$ cat src/hw/rtl/dsam_pkg.sv
// dsam_pkg: shared types, codes and helpers for the decimal add/multiply block.
// Used by the interfaces, the operand store, the engine and the top level.
package dsam_pkg;

  localparam int DIGIT_W = 4;
  localparam int ERR_W = 2;
  localparam int MAX_OUT = 32;

  localparam logic [ERR_W-1:0] ERR_NONE = 2'd0;
  localparam logic [ERR_W-1:0] ERR_BAD_DIGIT = 2'd1;
  localparam logic [ERR_W-1:0] ERR_TOO_LONG = 2'd2;
  localparam logic [ERR_W-1:0] ERR_MIXED_ADD = 2'd3;

  localparam logic CMD_ADD = 1'b0;
  localparam logic CMD_MUL = 1'b1;

  localparam logic [DIGIT_W-1:0] DIGIT_MAX = 4'd9;

  // operation request handed from the load side to the engine
  typedef struct packed {
    logic             go;
    logic             cmd;
    logic [ERR_W-1:0] err;
    logic             lsign;
    logic             rsign;
  } start_t;

  typedef struct packed {
    logic [3:0] quo;
    logic [3:0] rem;
  } divmod_t;

  // s <= 99: quotient by reciprocal multiply, remainder by subtract
  function automatic divmod_t div10(input logic [6:0] s);
    logic [13:0] prod;
    logic [3:0]  q;
    logic [6:0]  qx10;
    divmod_t     r;
    prod = 14'(s) * 14'd103;
    q = prod[13:10];
    qx10 = 7'(q) * 7'd10;
    r.quo = q;
    r.rem = 4'(s - qx10);
    return r;
  endfunction

endpackage

$ cat src/hw/rtl/dsam_if.sv
// dsam_if: valid/ready channels for operand digit words and result words.
// Depends on dsam_pkg for field widths.
interface dsam_in_if;
  logic                         valid;
  logic                         ready;
  logic                         cmd;
  logic                         which_operand;
  logic [dsam_pkg::DIGIT_W-1:0] digit_value;
  logic                         operand_negative;
  logic                         last_digit;

  modport source (output valid, cmd, which_operand, digit_value, operand_negative,
                  last_digit, input ready);
  modport sink (input valid, cmd, which_operand, digit_value, operand_negative,
                last_digit, output ready);
endinterface

interface dsam_out_if;
  logic                         valid;
  logic                         ready;
  logic [dsam_pkg::DIGIT_W-1:0] result_digit;
  logic                         result_negative;
  logic                         result_last;
  logic [dsam_pkg::ERR_W-1:0]   error_code;

  modport source (output valid, result_digit, result_negative, result_last, error_code,
                  input ready);
  modport sink (input valid, result_digit, result_negative, result_last, error_code,
                output ready);
endinterface

$ cat src/hw/rtl/decimal_string_add_multiply_top.sv
// decimal_string_add_multiply_top: signed decimal add / multiply, digit serial.
// Depends on dsam_pkg, dsam_if, dsam_store, dsam_engine.
//
// Usage:
//   operand channel: one word per decimal digit, most significant first.
//     which_operand picks left (0) or right (1); operand_negative counts while
//     the operand has no significant digit yet; leading zeros are dropped.
//     The right operand's word with last_digit set starts the operation
//     named by cmd (0 add, 1 multiply).
//   result channel: decimal digits most significant first, last one marked,
//     or a single word with error_code set (bad digit, too long, mixed add).
// Operation:
//   ready drops while an operation runs.
//   Add: digit positions 0 to MAX_DIGITS, then trim and output.
//   Multiply: one digit pair per cycle within each row, through one
//     4x4 multiplier and the accumulator memory port, then trim.
//   Trim: a read and a check per leading zero; output: a read and a write per digit.
// Reset clears counts, signs, latched error and the sequencer; digit
// memories are not cleared. A stalled receiver holds the current result
// word; the engine waits, and after the final word the operand side is
// open again even while that word is still pending.
module decimal_string_add_multiply_top #(
  parameter int MAX_DIGITS = 16
) (
  input logic         clk,
  input logic         rst,
  dsam_in_if.sink     operand,
  dsam_out_if.source  result
);
  localparam int AW = $clog2(MAX_DIGITS);
  localparam int CW = $clog2(MAX_DIGITS + 1);

  logic accept, trigger, busy, start_q, cmd_q;
  logic [dsam_pkg::ERR_W-1:0] load_error;
  logic lwr, rwr, ltoo, rtoo, lsign, rsign;
  logic [CW-1:0] lcount, rcount;
  logic [AW-1:0] laddr, raddr;
  logic [dsam_pkg::DIGIT_W-1:0] ldata, rdata;
  dsam_pkg::start_t start;

  // loads are refused while an operation is being set up or run
  assign operand.ready = !busy && !start_q;
  assign accept = operand.valid && operand.ready;
  assign trigger = accept && operand.which_operand && operand.last_digit;
  assign lwr = accept && !operand.which_operand;
  assign rwr = accept && operand.which_operand;

  dsam_store #(.MAX_DIGITS(MAX_DIGITS)) u_left (
    .clk(clk), .rst(rst), .wr(lwr), .digit(operand.digit_value),
    .neg(operand.operand_negative), .clr(start_q), .raddr(laddr), .rdata(ldata),
    .count(lcount), .sign(lsign), .too_long(ltoo)
  );

  dsam_store #(.MAX_DIGITS(MAX_DIGITS)) u_right (
    .clk(clk), .rst(rst), .wr(rwr), .digit(operand.digit_value),
    .neg(operand.operand_negative), .clr(start_q), .raddr(raddr), .rdata(rdata),
    .count(rcount), .sign(rsign), .too_long(rtoo)
  );

  // first load error wins; cleared when the operation takes its snapshot
  always_ff @(posedge clk) begin
    if (rst) begin
      load_error <= dsam_pkg::ERR_NONE;
      start_q <= 1'b0;
    end else begin
      start_q <= trigger;
      if (trigger) cmd_q <= operand.cmd;
      if (start_q) begin
        load_error <= dsam_pkg::ERR_NONE;
      end else if (accept && load_error == dsam_pkg::ERR_NONE) begin
        if (operand.digit_value > dsam_pkg::DIGIT_MAX) load_error <= dsam_pkg::ERR_BAD_DIGIT;
        else if (ltoo || rtoo) load_error <= dsam_pkg::ERR_TOO_LONG;
      end
    end
  end

  // an all-zero or empty operand counts as plus
  assign start.go = start_q;
  assign start.cmd = cmd_q;
  assign start.err = load_error;
  assign start.lsign = lsign && (lcount != '0);
  assign start.rsign = rsign && (rcount != '0);

  dsam_engine #(.MAX_DIGITS(MAX_DIGITS)) u_engine (
    .clk(clk), .rst(rst), .start(start), .lcount(lcount), .rcount(rcount),
    .laddr(laddr), .raddr(raddr), .ldata(ldata), .rdata(rdata), .busy(busy),
    .result(result)
  );
endmodule

$ cat src/hw/rtl/dsam_store.sv
// dsam_store: one operand's digit memory, significant digit count and sign.
// Depends on dsam_pkg.
module dsam_store #(
  parameter int MAX_DIGITS = 16
) (
  input  logic                                  clk,
  input  logic                                  rst,
  input  logic                                  wr,
  input  logic [dsam_pkg::DIGIT_W-1:0]          digit,
  input  logic                                  neg,
  input  logic                                  clr,
  input  logic [$clog2(MAX_DIGITS)-1:0]         raddr,
  output logic [dsam_pkg::DIGIT_W-1:0]          rdata,
  output logic [$clog2(MAX_DIGITS+1)-1:0]       count,
  output logic                                  sign,
  output logic                                  too_long
);
  localparam int AW = $clog2(MAX_DIGITS);
  localparam int CW = $clog2(MAX_DIGITS + 1);

  logic [dsam_pkg::DIGIT_W-1:0] mem [MAX_DIGITS];
  logic significant;
  logic full;

  assign significant = (digit <= dsam_pkg::DIGIT_MAX) &&
                       !((count == '0) && (digit == '0));
  assign full = (count >= CW'(MAX_DIGITS));
  assign too_long = wr && significant && full;

  always_ff @(posedge clk) begin
    if (rst) begin
      count <= '0;
      sign <= 1'b0;
    end else if (clr) begin
      count <= '0;
      sign <= 1'b0;
    end else if (wr) begin
      if (count == '0) sign <= sign | neg;
      if (significant && !full) count <= count + 1'b1;
    end
  end

  always_ff @(posedge clk) begin
    if (wr && !clr && significant && !full) mem[count[AW-1:0]] <= digit;
    rdata <= mem[raddr];
  end
endmodule

$ cat src/hw/rtl/dsam_engine.sv
// dsam_engine: digit-serial add / long multiply into a digit accumulator,
// leading zero trim and result word output. Depends on dsam_pkg, dsam_if.
module dsam_engine #(
  parameter int MAX_DIGITS = 16
) (
  input  logic                              clk,
  input  logic                              rst,
  input  dsam_pkg::start_t                  start,
  input  logic [$clog2(MAX_DIGITS+1)-1:0]   lcount,
  input  logic [$clog2(MAX_DIGITS+1)-1:0]   rcount,
  output logic [$clog2(MAX_DIGITS)-1:0]     laddr,
  output logic [$clog2(MAX_DIGITS)-1:0]     raddr,
  input  logic [dsam_pkg::DIGIT_W-1:0]      ldata,
  input  logic [dsam_pkg::DIGIT_W-1:0]      rdata,
  output logic                              busy,
  dsam_out_if.source                        result
);
  localparam int AW = $clog2(MAX_DIGITS);
  localparam int CW = $clog2(MAX_DIGITS + 1);
  localparam int ACC_LEN = 2 * MAX_DIGITS + 1;
  localparam int PW = $clog2(ACC_LEN);

  localparam logic [3:0] S_IDLE = 4'd0;
  localparam logic [3:0] S_ERR = 4'd1;
  localparam logic [3:0] S_ADD = 4'd2;
  localparam logic [3:0] S_MUL = 4'd3;
  localparam logic [3:0] S_GAP = 4'd4;
  localparam logic [3:0] S_ZERO = 4'd5;
  localparam logic [3:0] S_WAIT = 4'd6;
  localparam logic [3:0] S_TRIM_RD = 4'd7;
  localparam logic [3:0] S_TRIM_CK = 4'd8;
  localparam logic [3:0] S_EMIT_RD = 4'd9;
  localparam logic [3:0] S_EMIT_WR = 4'd10;

  localparam logic [1:0] K_ADD = 2'd0;
  localparam logic [1:0] K_MAC = 2'd1;
  localparam logic [1:0] K_CARRY = 2'd2;

  logic [3:0] state;
  logic [PW-1:0] lc, rc, i, t;
  logic [CW-1:0] j;
  logic neg;
  logic [dsam_pkg::ERR_W-1:0] err;
  logic [dsam_pkg::DIGIT_W-1:0] carry;

  // pipeline stage between operand reads and accumulator write
  logic p_v, p_first, p_lv, p_rv;
  logic [1:0] p_kind;
  logic [PW-1:0] p_pos;

  logic [dsam_pkg::DIGIT_W-1:0] acc [ACC_LEN];
  logic [dsam_pkg::DIGIT_W-1:0] acc_rdata;
  logic [PW-1:0] acc_raddr, acc_waddr;
  logic [dsam_pkg::DIGIT_W-1:0] acc_wdata;
  logic acc_we;

  logic [6:0] sum;
  dsam_pkg::divmod_t dm;
  logic free;
  logic out_valid;

  assign busy = (state != S_IDLE);
  assign free = !out_valid || result.ready;
  assign result.valid = out_valid;

  // operand and accumulator addresses for the current issue
  always_comb begin
    laddr = AW'(lc - 1'b1 - i);
    raddr = (state == S_MUL) ? AW'(rc - 1'b1 - PW'(j)) : AW'(rc - 1'b1 - i);
    unique case (state)
      S_MUL: acc_raddr = i + PW'(j);
      S_TRIM_RD, S_TRIM_CK: acc_raddr = t;
      default: acc_raddr = t;
    endcase
  end

  always_comb begin
    unique case (p_kind)
      K_MAC: sum = 7'(p_first ? 4'd0 : acc_rdata) + 7'(ldata) * 7'(rdata) + 7'(carry);
      K_ADD: sum = 7'(p_lv ? ldata : 4'd0) + 7'(p_rv ? rdata : 4'd0) + 7'(carry);
      default: sum = 7'(carry);
    endcase
    dm = dsam_pkg::div10(sum);
    acc_we = p_v || (state == S_ZERO);
    acc_waddr = p_v ? p_pos : '0;
    acc_wdata = p_v ? dm.rem : '0;
  end

  always_ff @(posedge clk) begin
    if (acc_we) acc[acc_waddr] <= acc_wdata;
    acc_rdata <= acc[acc_raddr];
  end

  always_ff @(posedge clk) begin
    if (rst) begin
      state <= S_IDLE;
      p_v <= 1'b0;
      out_valid <= 1'b0;
    end else begin
      if (result.ready) out_valid <= 1'b0;
      p_v <= 1'b0;
      if (p_v) carry <= (p_kind == K_CARRY) ? 4'd0 : dm.quo;
      unique case (state)
        S_IDLE: begin
          if (start.go) begin
            lc <= PW'(lcount);
            rc <= PW'(rcount);
            i <= '0;
            j <= '0;
            carry <= '0;
            if (start.err != dsam_pkg::ERR_NONE) begin
              err <= start.err;
              state <= S_ERR;
            end else if (start.cmd == dsam_pkg::CMD_ADD) begin
              if (start.lsign != start.rsign) begin
                err <= dsam_pkg::ERR_MIXED_ADD;
                state <= S_ERR;
              end else begin
                neg <= start.lsign;
                state <= S_ADD;
              end
            end else begin
              neg <= start.lsign ^ start.rsign;
              state <= (lcount == '0 || rcount == '0) ? S_ZERO : S_MUL;
            end
          end
        end
        S_ERR: begin
          if (free) begin
            out_valid <= 1'b1;
            result.result_digit <= '0;
            result.result_negative <= 1'b0;
            result.result_last <= 1'b1;
            result.error_code <= err;
            state <= S_IDLE;
          end
        end
        S_ADD: begin
          p_v <= 1'b1;
          p_kind <= K_ADD;
          p_pos <= i;
          p_lv <= (i < lc);
          p_rv <= (i < rc);
          i <= i + 1'b1;
          if (i == PW'(MAX_DIGITS)) begin
            t <= PW'(MAX_DIGITS);
            state <= S_WAIT;
          end
        end
        S_MUL: begin
          p_v <= 1'b1;
          p_first <= (i == '0);
          if (PW'(j) < rc) begin
            p_kind <= K_MAC;
            p_pos <= i + PW'(j);
            j <= j + 1'b1;
          end else begin
            p_kind <= K_CARRY;
            p_pos <= i + rc;
            j <= '0;
            i <= i + 1'b1;
            state <= S_GAP;
          end
        end
        S_GAP: begin
          if (i == lc) begin
            t <= lc + rc - 1'b1;
            state <= S_WAIT;
          end else begin
            state <= S_MUL;
          end
        end
        S_ZERO: begin
          t <= '0;
          state <= S_TRIM_RD;
        end
        S_WAIT: state <= S_TRIM_RD;
        S_TRIM_RD: state <= S_TRIM_CK;
        S_TRIM_CK: begin
          if (acc_rdata == '0 && t != '0) begin
            t <= t - 1'b1;
            state <= S_TRIM_RD;
          end else begin
            if (t == '0 && acc_rdata == '0) neg <= 1'b0;
            if (32'(t) > dsam_pkg::MAX_OUT - 1) t <= PW'(dsam_pkg::MAX_OUT - 1);
            state <= S_EMIT_RD;
          end
        end
        S_EMIT_RD: state <= S_EMIT_WR;
        S_EMIT_WR: begin
          if (free) begin
            out_valid <= 1'b1;
            result.result_digit <= acc_rdata;
            result.result_negative <= neg;
            result.result_last <= (t == '0);
            result.error_code <= dsam_pkg::ERR_NONE;
            if (t == '0) begin
              state <= S_IDLE;
            end else begin
              t <= t - 1'b1;
              state <= S_EMIT_RD;
            end
          end
        end
        default: state <= S_IDLE;
      endcase
    end
  end
endmodule
$ cat src/flat_wrapper.sv
// flat-port wrapper written by rule: the top's interface ports become plain ports
module decimal_string_add_multiply_top_flat 
#(
  parameter int MAX_DIGITS = 16
)
  (clk, rst, operand_valid, operand_cmd, operand_which_operand, operand_digit_value, operand_operand_negative, operand_last_digit, operand_ready, result_valid, result_result_digit, result_result_negative, result_result_last, result_error_code, result_ready);
  dsam_in_if operand_i ();
  dsam_out_if result_i ();
  input logic clk;
  input logic rst;
  input wire logic [$bits(operand_i.valid)-1:0] operand_valid;
  input wire logic [$bits(operand_i.cmd)-1:0] operand_cmd;
  input wire logic [$bits(operand_i.which_operand)-1:0] operand_which_operand;
  input wire logic [$bits(operand_i.digit_value)-1:0] operand_digit_value;
  input wire logic [$bits(operand_i.operand_negative)-1:0] operand_operand_negative;
  input wire logic [$bits(operand_i.last_digit)-1:0] operand_last_digit;
  output wire logic [$bits(operand_i.ready)-1:0] operand_ready;
  output wire logic [$bits(result_i.valid)-1:0] result_valid;
  output wire logic [$bits(result_i.result_digit)-1:0] result_result_digit;
  output wire logic [$bits(result_i.result_negative)-1:0] result_result_negative;
  output wire logic [$bits(result_i.result_last)-1:0] result_result_last;
  output wire logic [$bits(result_i.error_code)-1:0] result_error_code;
  input wire logic [$bits(result_i.ready)-1:0] result_ready;
  assign operand_i.valid = operand_valid;
  assign operand_i.cmd = operand_cmd;
  assign operand_i.which_operand = operand_which_operand;
  assign operand_i.digit_value = operand_digit_value;
  assign operand_i.operand_negative = operand_operand_negative;
  assign operand_i.last_digit = operand_last_digit;
  assign operand_ready = operand_i.ready;
  assign result_valid = result_i.valid;
  assign result_result_digit = result_i.result_digit;
  assign result_result_negative = result_i.result_negative;
  assign result_result_last = result_i.result_last;
  assign result_error_code = result_i.error_code;
  assign result_i.ready = result_ready;
  decimal_string_add_multiply_top #(.MAX_DIGITS(MAX_DIGITS)) u_core (.clk(clk), .rst(rst), .operand(operand_i), .result(result_i));
endmodule
$ cat config.mk
export PLATFORM = sky130hd
export DESIGN_NAME = decimal_string_add_multiply_top_flat
export DESIGN_NICKNAME = d
export VERILOG_FILES = /design/src/hw/rtl/dsam_pkg.sv /design/src/hw/rtl/dsam_if.sv /design/src/hw/rtl/decimal_string_add_multiply_top.sv /design/src/hw/rtl/dsam_store.sv /design/src/hw/rtl/dsam_engine.sv /design/src/flat_wrapper.sv
export SDC_FILE = /design/constraint.sdc
export NUM_CORES = 1
export LEC_CHECK = 0
export BUFFER_PORTS_ARGS = -buffer_cell sky130_fd_sc_hd__buf_2
export CAP_MARGIN = 15
export CORE_ASPECT_RATIO = 2
export CORE_MARGIN = 2
export CORE_UTILIZATION = 45
export CTS_CLUSTER_SIZE = 28
export DETAILED_ROUTE_END_ITERATION = 8
export MAX_ROUTING_LAYER = met4
export PLACE_DENSITY_LB_ADDON = 0.05
export RECOVER_POWER = 25
export SYNTH_ARGS = -nofsm -noshare
export SYNTH_HDL_FRONTEND = slang
export SYNTH_HIERARCHICAL = 1
export SYNTH_SLANG_ARGS = --single-unit
export TNS_END_PERCENT = 100
$ cat constraint.sdc
create_clock -name clk -period 10.4 [get_ports clk]
set_input_delay 0.52 -clock clk [delete_from_list [all_inputs] [get_ports clk]]
set_output_delay 0.52 -clock clk [all_outputs]
set_load 0.005 [all_outputs]
Yosys cells after proc, flatten, opt, wreduce, memory -nomap -nowiden
Memories as Yosys holds them, arrays and structs flattened. A register that Yosys moved wholly into a read port is not among the register bits.
Index checks and enable logic that the tools add are counted.
Widths: inputs -> output; s select.
{"block": "totals", "regBits": 75, "latch_bits": 0, "mem_bits_rw": 260, "rom_bits": 0, "inputBits": 12, "output_inout_bits": 10, "elab_cells": 248, "memories": 3}
{"memory": "u_core.u_engine.acc", "depth": 33, "word_bits": 4, "rd": 1, "rd_ports_with_merged_regs": 1, "write_ports": 1, "line": "dsam_engine.sv:51", "text": "logic [dsam_pkg::DIGIT_W-1:0] acc [ACC_LEN];"}
{"memory": "u_core.u_left.mem", "depth": 16, "word_bits": 4, "rd": 1, "rd_ports_with_merged_regs": 1, "write_ports": 1, "line": "dsam_store.sv:21", "text": "logic [dsam_pkg::DIGIT_W-1:0] mem [MAX_DIGITS];"}
{"memory": "u_core.u_right.mem", "depth": 16, "word_bits": 4, "rd": 1, "rd_ports_with_merged_regs": 1, "write_ports": 1, "line": "dsam_store.sv:21"}
{"block": "op_classes", "n_addsub": 19, "n_mul": 3, "n_div": 0, "magnitude_cmp": 8, "n_eq_ne": 28, "n_shift": 0, "muxes": 75, "n_bitwise": 4, "n_reduce_logical": 81}
{"operator": "$mux 4", "count": 19}
{"operator": "$mux 6", "count": 11}
{"operator": "$pmux 4 s10", "count": 1}
{"operator": "$pmux 6 s5", "count": 1}
{"operator": "$logic_and 1x1->1", "count": 26}
{"operator": "$mux 1", "count": 20}
{"operator": "$ne 2x2->1 const B", "count": 10}
{"operator": "$mux 2", "count": 9}
{"operator": "$pmux 6 s3", "count": 1}
{"operator": "$reduce_and 2->1", "count": 9}
{"operator": "$eq 4x3->1 const B", "count": 4}
{"operator": "$sub 4x4->4", "count": 4}
{"operator": "$add 5x1->5 const B", "count": 3}
{"operator": "$reduce_bool 5->1", "count": 3}
{"operator": "$mul 7x7->14 const B", "count": 1}
{"operator": "$pmux 7 s2", "count": 1}
{"operator": "$reduce_and 7->1", "count": 2}
{"operator": "$reduce_bool 2->1", "count": 7}
{"operator": "$add 6x5->6", "count": 2}
{"operator": "$eq 4x4->1 const B", "count": 3}
{"operator": "$logic_not 4->1", "count": 3}
{"operator": "$logic_not 6->1", "count": 2}
{"operator": "$lt 6x5->1", "count": 2}
{"operator": "$pmux 6 s2", "count": 1}
{"operator": "other kinds (45)", "count": 73}

Depth between registers and ports, before layout
{"block": "logic_depth", "ltp_word": 10, "ltp_mapped": 31, "ltp_nobuf": 31}

By module
The synthesis kept the hierarchy.
{"mod": "dsam_engine", "instances": 1, "cells_each": 1045, "area_each_um2": 11738.8, "seq_area_each_um2": 5755.5}
{"mod": "dsam_store", "instances": 2, "cells_each": 174, "area_each_um2": 3051.7, "seq_area_each_um2": 2122.0}
{"mod": "decimal_string_add_multiply_top", "instances": 1, "cells_each": 23, "area_each_um2": 237.7, "seq_area_each_um2": 90.1}

Worst setup path after synthesis
OpenSTA, ideal clock, no wires.
{"block": "synth_timing", "path_type": "register -> register", "startpoint": "register u_core.u_engine.p_first", "endpoint": "memory u_core/u_engine/acc[0][2] in the netlist's numbering, data pin", "setup_time_ps": 364, "t_arrival_ps": 7431, "required_time_ps": 10036, "slack_ps": 2605, "path_stages_with_launch": 27, "n_path_buf": 0, "synth_period_minus_slack_ps": 7795, "cell_sequence": "edfxtp_1 nand2b_1 fa_1 inv_1 ha_1 inv_1 fa_1 inv_1 ha_1 fa_1 a21o_1 a21oi_1 xnor2_1 nand3b_1 inv_1 ha_1 fa_1 inv_1 fa_1 ha_1 ha_1 and4_1 and3_1 a2111oi_1 xnor2_1 fa_1 nor2b_1"}
{"block": "synth_between", "elab_chain_len": 8}
{"item": "start: declaration", "line": "dsam_engine.sv:47", "text": "logic p_v, p_first, p_lv, p_rv;"}
{"item": "start signal: assignment", "line": "dsam_engine.sv:152", "text": "p_first <= (i == '0);"}
{"item": "$mux 4 *", "line": "dsam_engine.sv:79", "text": "K_MAC: sum = 7'(p_first ? 4'd0 : acc_rdata) + 7'(ldata) * 7'(rdata) + 7'(carry);"}
{"item": "$add 4x7->7 *", "line": "dsam_engine.sv:79"}
{"item": "$add 7x4->7 *", "line": "dsam_engine.sv:79"}
{"item": "$pmux 7 s2 *", "line": "dsam_engine.sv:78", "text": "unique case (p_kind)"}
{"item": "$mul 7x7->14", "line": "dsam_pkg.sv:39", "text": "prod = 14'(s) * 14'd103;"}
{"item": "$mul 4x3->3", "line": "dsam_pkg.sv:41", "text": "qx10 = 7'(q) * 7'd10;"}
{"item": "$sub 4x4->4 *", "line": "dsam_pkg.sv:43", "text": "r.rem = 4'(s - qx10);"}
{"item": "$mux 4 *", "line": "dsam_engine.sv:86", "text": "acc_wdata = p_v ? dm.rem : '0;"}
{"item": "named net u_core.u_engine.acc_wdata, one bit", "line": "dsam_engine.sv:54", "text": "logic [dsam_pkg::DIGIT_W-1:0] acc_wdata;"}
{"item": "end: declaration", "line": "dsam_engine.sv:51"}
The timed path passes the listed nets; every way through them passes the cells marked *.

Worst setup path in the final report
{"block": "layout_timing", "startpoint": "register u_core.u_engine.p_first", "endpoint": "memory u_core/u_engine/acc[1][3] in the netlist's numbering, data pin"}
The elaborated chain is that of the path after synthesis.

==> flow_summary.toml <==
[outcome]
status = "finished with violations"
violations = "capacitance limit, slew limit"

[global_routing]
grt_pass1_wl_mm = 69.5
grt_pass1_vias = 11700
overflow = 0
grt_antenna_before_repair = 0
grt_max_degree = 57
grt_usage_pct = 22.8

[worst_setup_path]
crit_path_frequent_cell = "fa_1"
path_class = "reg -> reg"
startpoint_type = "flip-flop"
cp_max_fo = 33
cpMaxStageDelayCell = "and2_1"
cp.required_ps = 10560
cp_top_family = "adder cells"
worst-path-buf-inv = 3
cpPeakStageDelay_ps = 900
cp-end-kind = "flip-flop"
cp.arrival_ps = 8960

[clock_tree]
cts_buffer_depth = 3
cts-root-buf = "clkbuf_16"
ctsHoldBuffers = 0
clkLatencyLatePin_ps = 530
cts_resized = 0
clkTransAtPathRegs_ps = 60
cts_num_sinks = 347
post_cts_buffers = 0
htreeDepth = 2
cts_buffers = 34
cts_tree = "done"

[synthesis]
syn_inst = 1416
synth_xor_area_share_pct = 2.42
synth.net_count = 1564
synth_mux_area_share_pct = 6.97
yosys_register_bits = 347
synth-edff-count = 314
synth_top_area_share_pct = 52.2
ys_top_cells_by_area = "edfxtp_1 (52%), ha_1 (7.5%), mux4_1 (4.1%)"
syn_area_sq_um = 18100
yosysSeqAreaShare_pct = 55.8
synth_compound_gate_area_share_pct = 7.40
synth_cell_types = 80
synth-simple-area-share_pct = 13.4
synth_ff_type = "edfxtp_1"
ys.warnings.count = 6
synth_top_family_by_area = "simple AND/OR/NAND/NOR gates"
yosysMostFrequentCell = "edfxtp_1"
netlist_top_cells_count = "edfxtp_1 (314), nand2_1 (140), nor2_1 (124)"
async_reset_ff_share_pct = 0
synth_top_area_cell = "edfxtp_1"
avgSynthCellArea_sq_um = 12.8
synth_adder_area_share_pct = 10.5

[routing]
wl_per_cell_microns = 23.0
antenna_left = 0
drc_errors = 0
vias_per_cell = 5.55
wl_mm = 45.7
num_vias = 11000
drt-initial-drc-count = 456
first_pass_iters = 5

[place]
routabilityCongestion = 0.914
detailed_place_hpwl_mm = 34.6
port_buffers = 21

[power_and_ir_drop]
p_leak_nw = 7.34
ir_worst_vdd_mv = 0.318
power_per_cell_area_nw_per_um2 = 304

[final_layout]
syn2layout_area_growth_pct = 9.26
insertedDiodeCount = 0
post-route-util_pct = 49.9
drive_gt1_share_pct = 7.71
nets = 1589
fillCellCount = 3542

[floorplan]
pin_count = 22
row_count = 103
die_x_microns = 146
start_util_pct = 45.7
dieArea_sq_um = 41900
core_sq_um = 39600
die_h_microns = 287

[min_path]
holdCritPathClass = "in -> reg"

[timing]
min_period_over_period_pct = 84.6
finalSetupViolCount = 0
rsz0062_at_grt = "no"
period_minus_slack_ps = 8800
tightest_slew_ps = 1950
hold_viol_final = 0
final-max-slew-violation-count = 155
fmax_ghz = 0.114
setup_tns_ps = 0
slew_headroom_pct = -30.0
finClkSkew_ps = 17.5

[job]
drv_cap = 4
-- through the flow --
| step | setup slack (ps) | std cells | power (mW) | cell area [sq um] | hold WS (ps) |
|---|---|---|---|---|---|
| detailed placement | 1530 | 1930 | 4.84 | 18700 | 462 |
| global placement | 1690 | 1930 | 4.78 | 18700 | 452 |
| CTS | 1490 | 1990 | 6.09 | 19800 | 176 |
| global route | 923 | 1990 | 6.52 | 19800 | 224 |
| floorplan | 2600 | 1416 | 3.97 | 18100 | 437 |
| finish | 1600 | 1990 | 6.00 | 19800 | 232 |
-- power by group --
part | internal, mW | total, mW | switching [mW]
sequential | 1.74 | 1.82 | 0.0854
clock | 0.680 | 1.22 | 0.541
combinational | 1.21 | 2.96 | 1.75
-- flip-flops by register name (all words and copies together), names as in the netlist, 5 cells and up --
| register | cells |
|---|---|
| u_core/u_right/mem | 64 |
| u_core/u_left/mem | 64 |
| u_core/u_engine/rc | 5 |
| u_core/u_engine/i | 6 |
| u_core/u_left/count | 5 |
| u_core/u_engine/t | 6 |
| u_core/u_right/count | 5 |
| u_core/u_engine/j | 5 |
| u_core/u_engine/p_pos | 6 |
| u_core/u_engine/lc | 5 |
| u_core/u_engine/acc | 132 |
-- kinds of logic after synthesis --
kind of cell / Yosys count
xor+xnor: 50
flops: 347
fa+ha+maj: 136
simple gates: 487
buf+inv: 134
mux: 66
compound gates: 196
-- metal layers --
layer  up-vias  wire length [microns]  GRT usage (%)
met5         -                      0              -
met4         0                   2420           11.5
met3       107                    997           2.11
met2       176                  27800           46.7
met1      5488                  14500           20.1
li1       5275                      -              -
-- layout make-up --
| cell class | count | area [sq um] | share of cell area [%] |
|---|---|---|---|
| inverters | 89 | 334 | 1.69 |
| clock inverters | 19 | 154 | 0.779 |
| repair buffers | 34 | 183 | 0.925 |
| well taps | 525 | 657 | 3.33 |
| multi-input cells | 935 | 7400 | 37.4 |
| clock buffers | 41 | 941 | 4.76 |
| flip-flops and latches | 347 | 10100 | 51.1 |
-- path summary, 6_finish.rpt --
| kind | from | endpoint | slack (ps) | depth (start not counted) |
|---|---|---|---|---|
| max | u_core/u_engine/p_first | u_core/u_engine/acc[1][3] | 1600 | 25 |
| min | operand_cmd | u_core/cmd_q | 230 | 1 |
| max reg2reg | u_core/u_engine/p_first | u_core/u_engine/acc[1][3] | 1600 | 25 |
| min reg2reg | u_core/u_left/sign | u_core/u_left/sign | 470 | 2 |
-- cells in the final DEF, fill, tap and decap left out, types with 10 or more instances in the layout --
cell type  netlist  layout
nand2_1        140     140
nor2_1         124     124
inv_1           89      89
buf_4            6      12
dfxtp_1         33      33
and2_1          35      34
nand3_1         47      47
a21oi_1         50      50
xnor2_1         30      30
xor2_1          20      20
a211oi_1        15      15
nor2b_1         20      18
clkbuf_16        0      37
edfxtp_1       314     314
ha_1           109     109
mux4_1          28      28
fa_1            27      27
mux4_2          10      10
o21ai_0         28      28
clkbuf_1        13      18
a21o_1          13      13
mux2i_1         25      23
nor3_1          29      29
nand2b_1        29      29
o211ai_1        15      15
(Power assumes the default switching activity.)
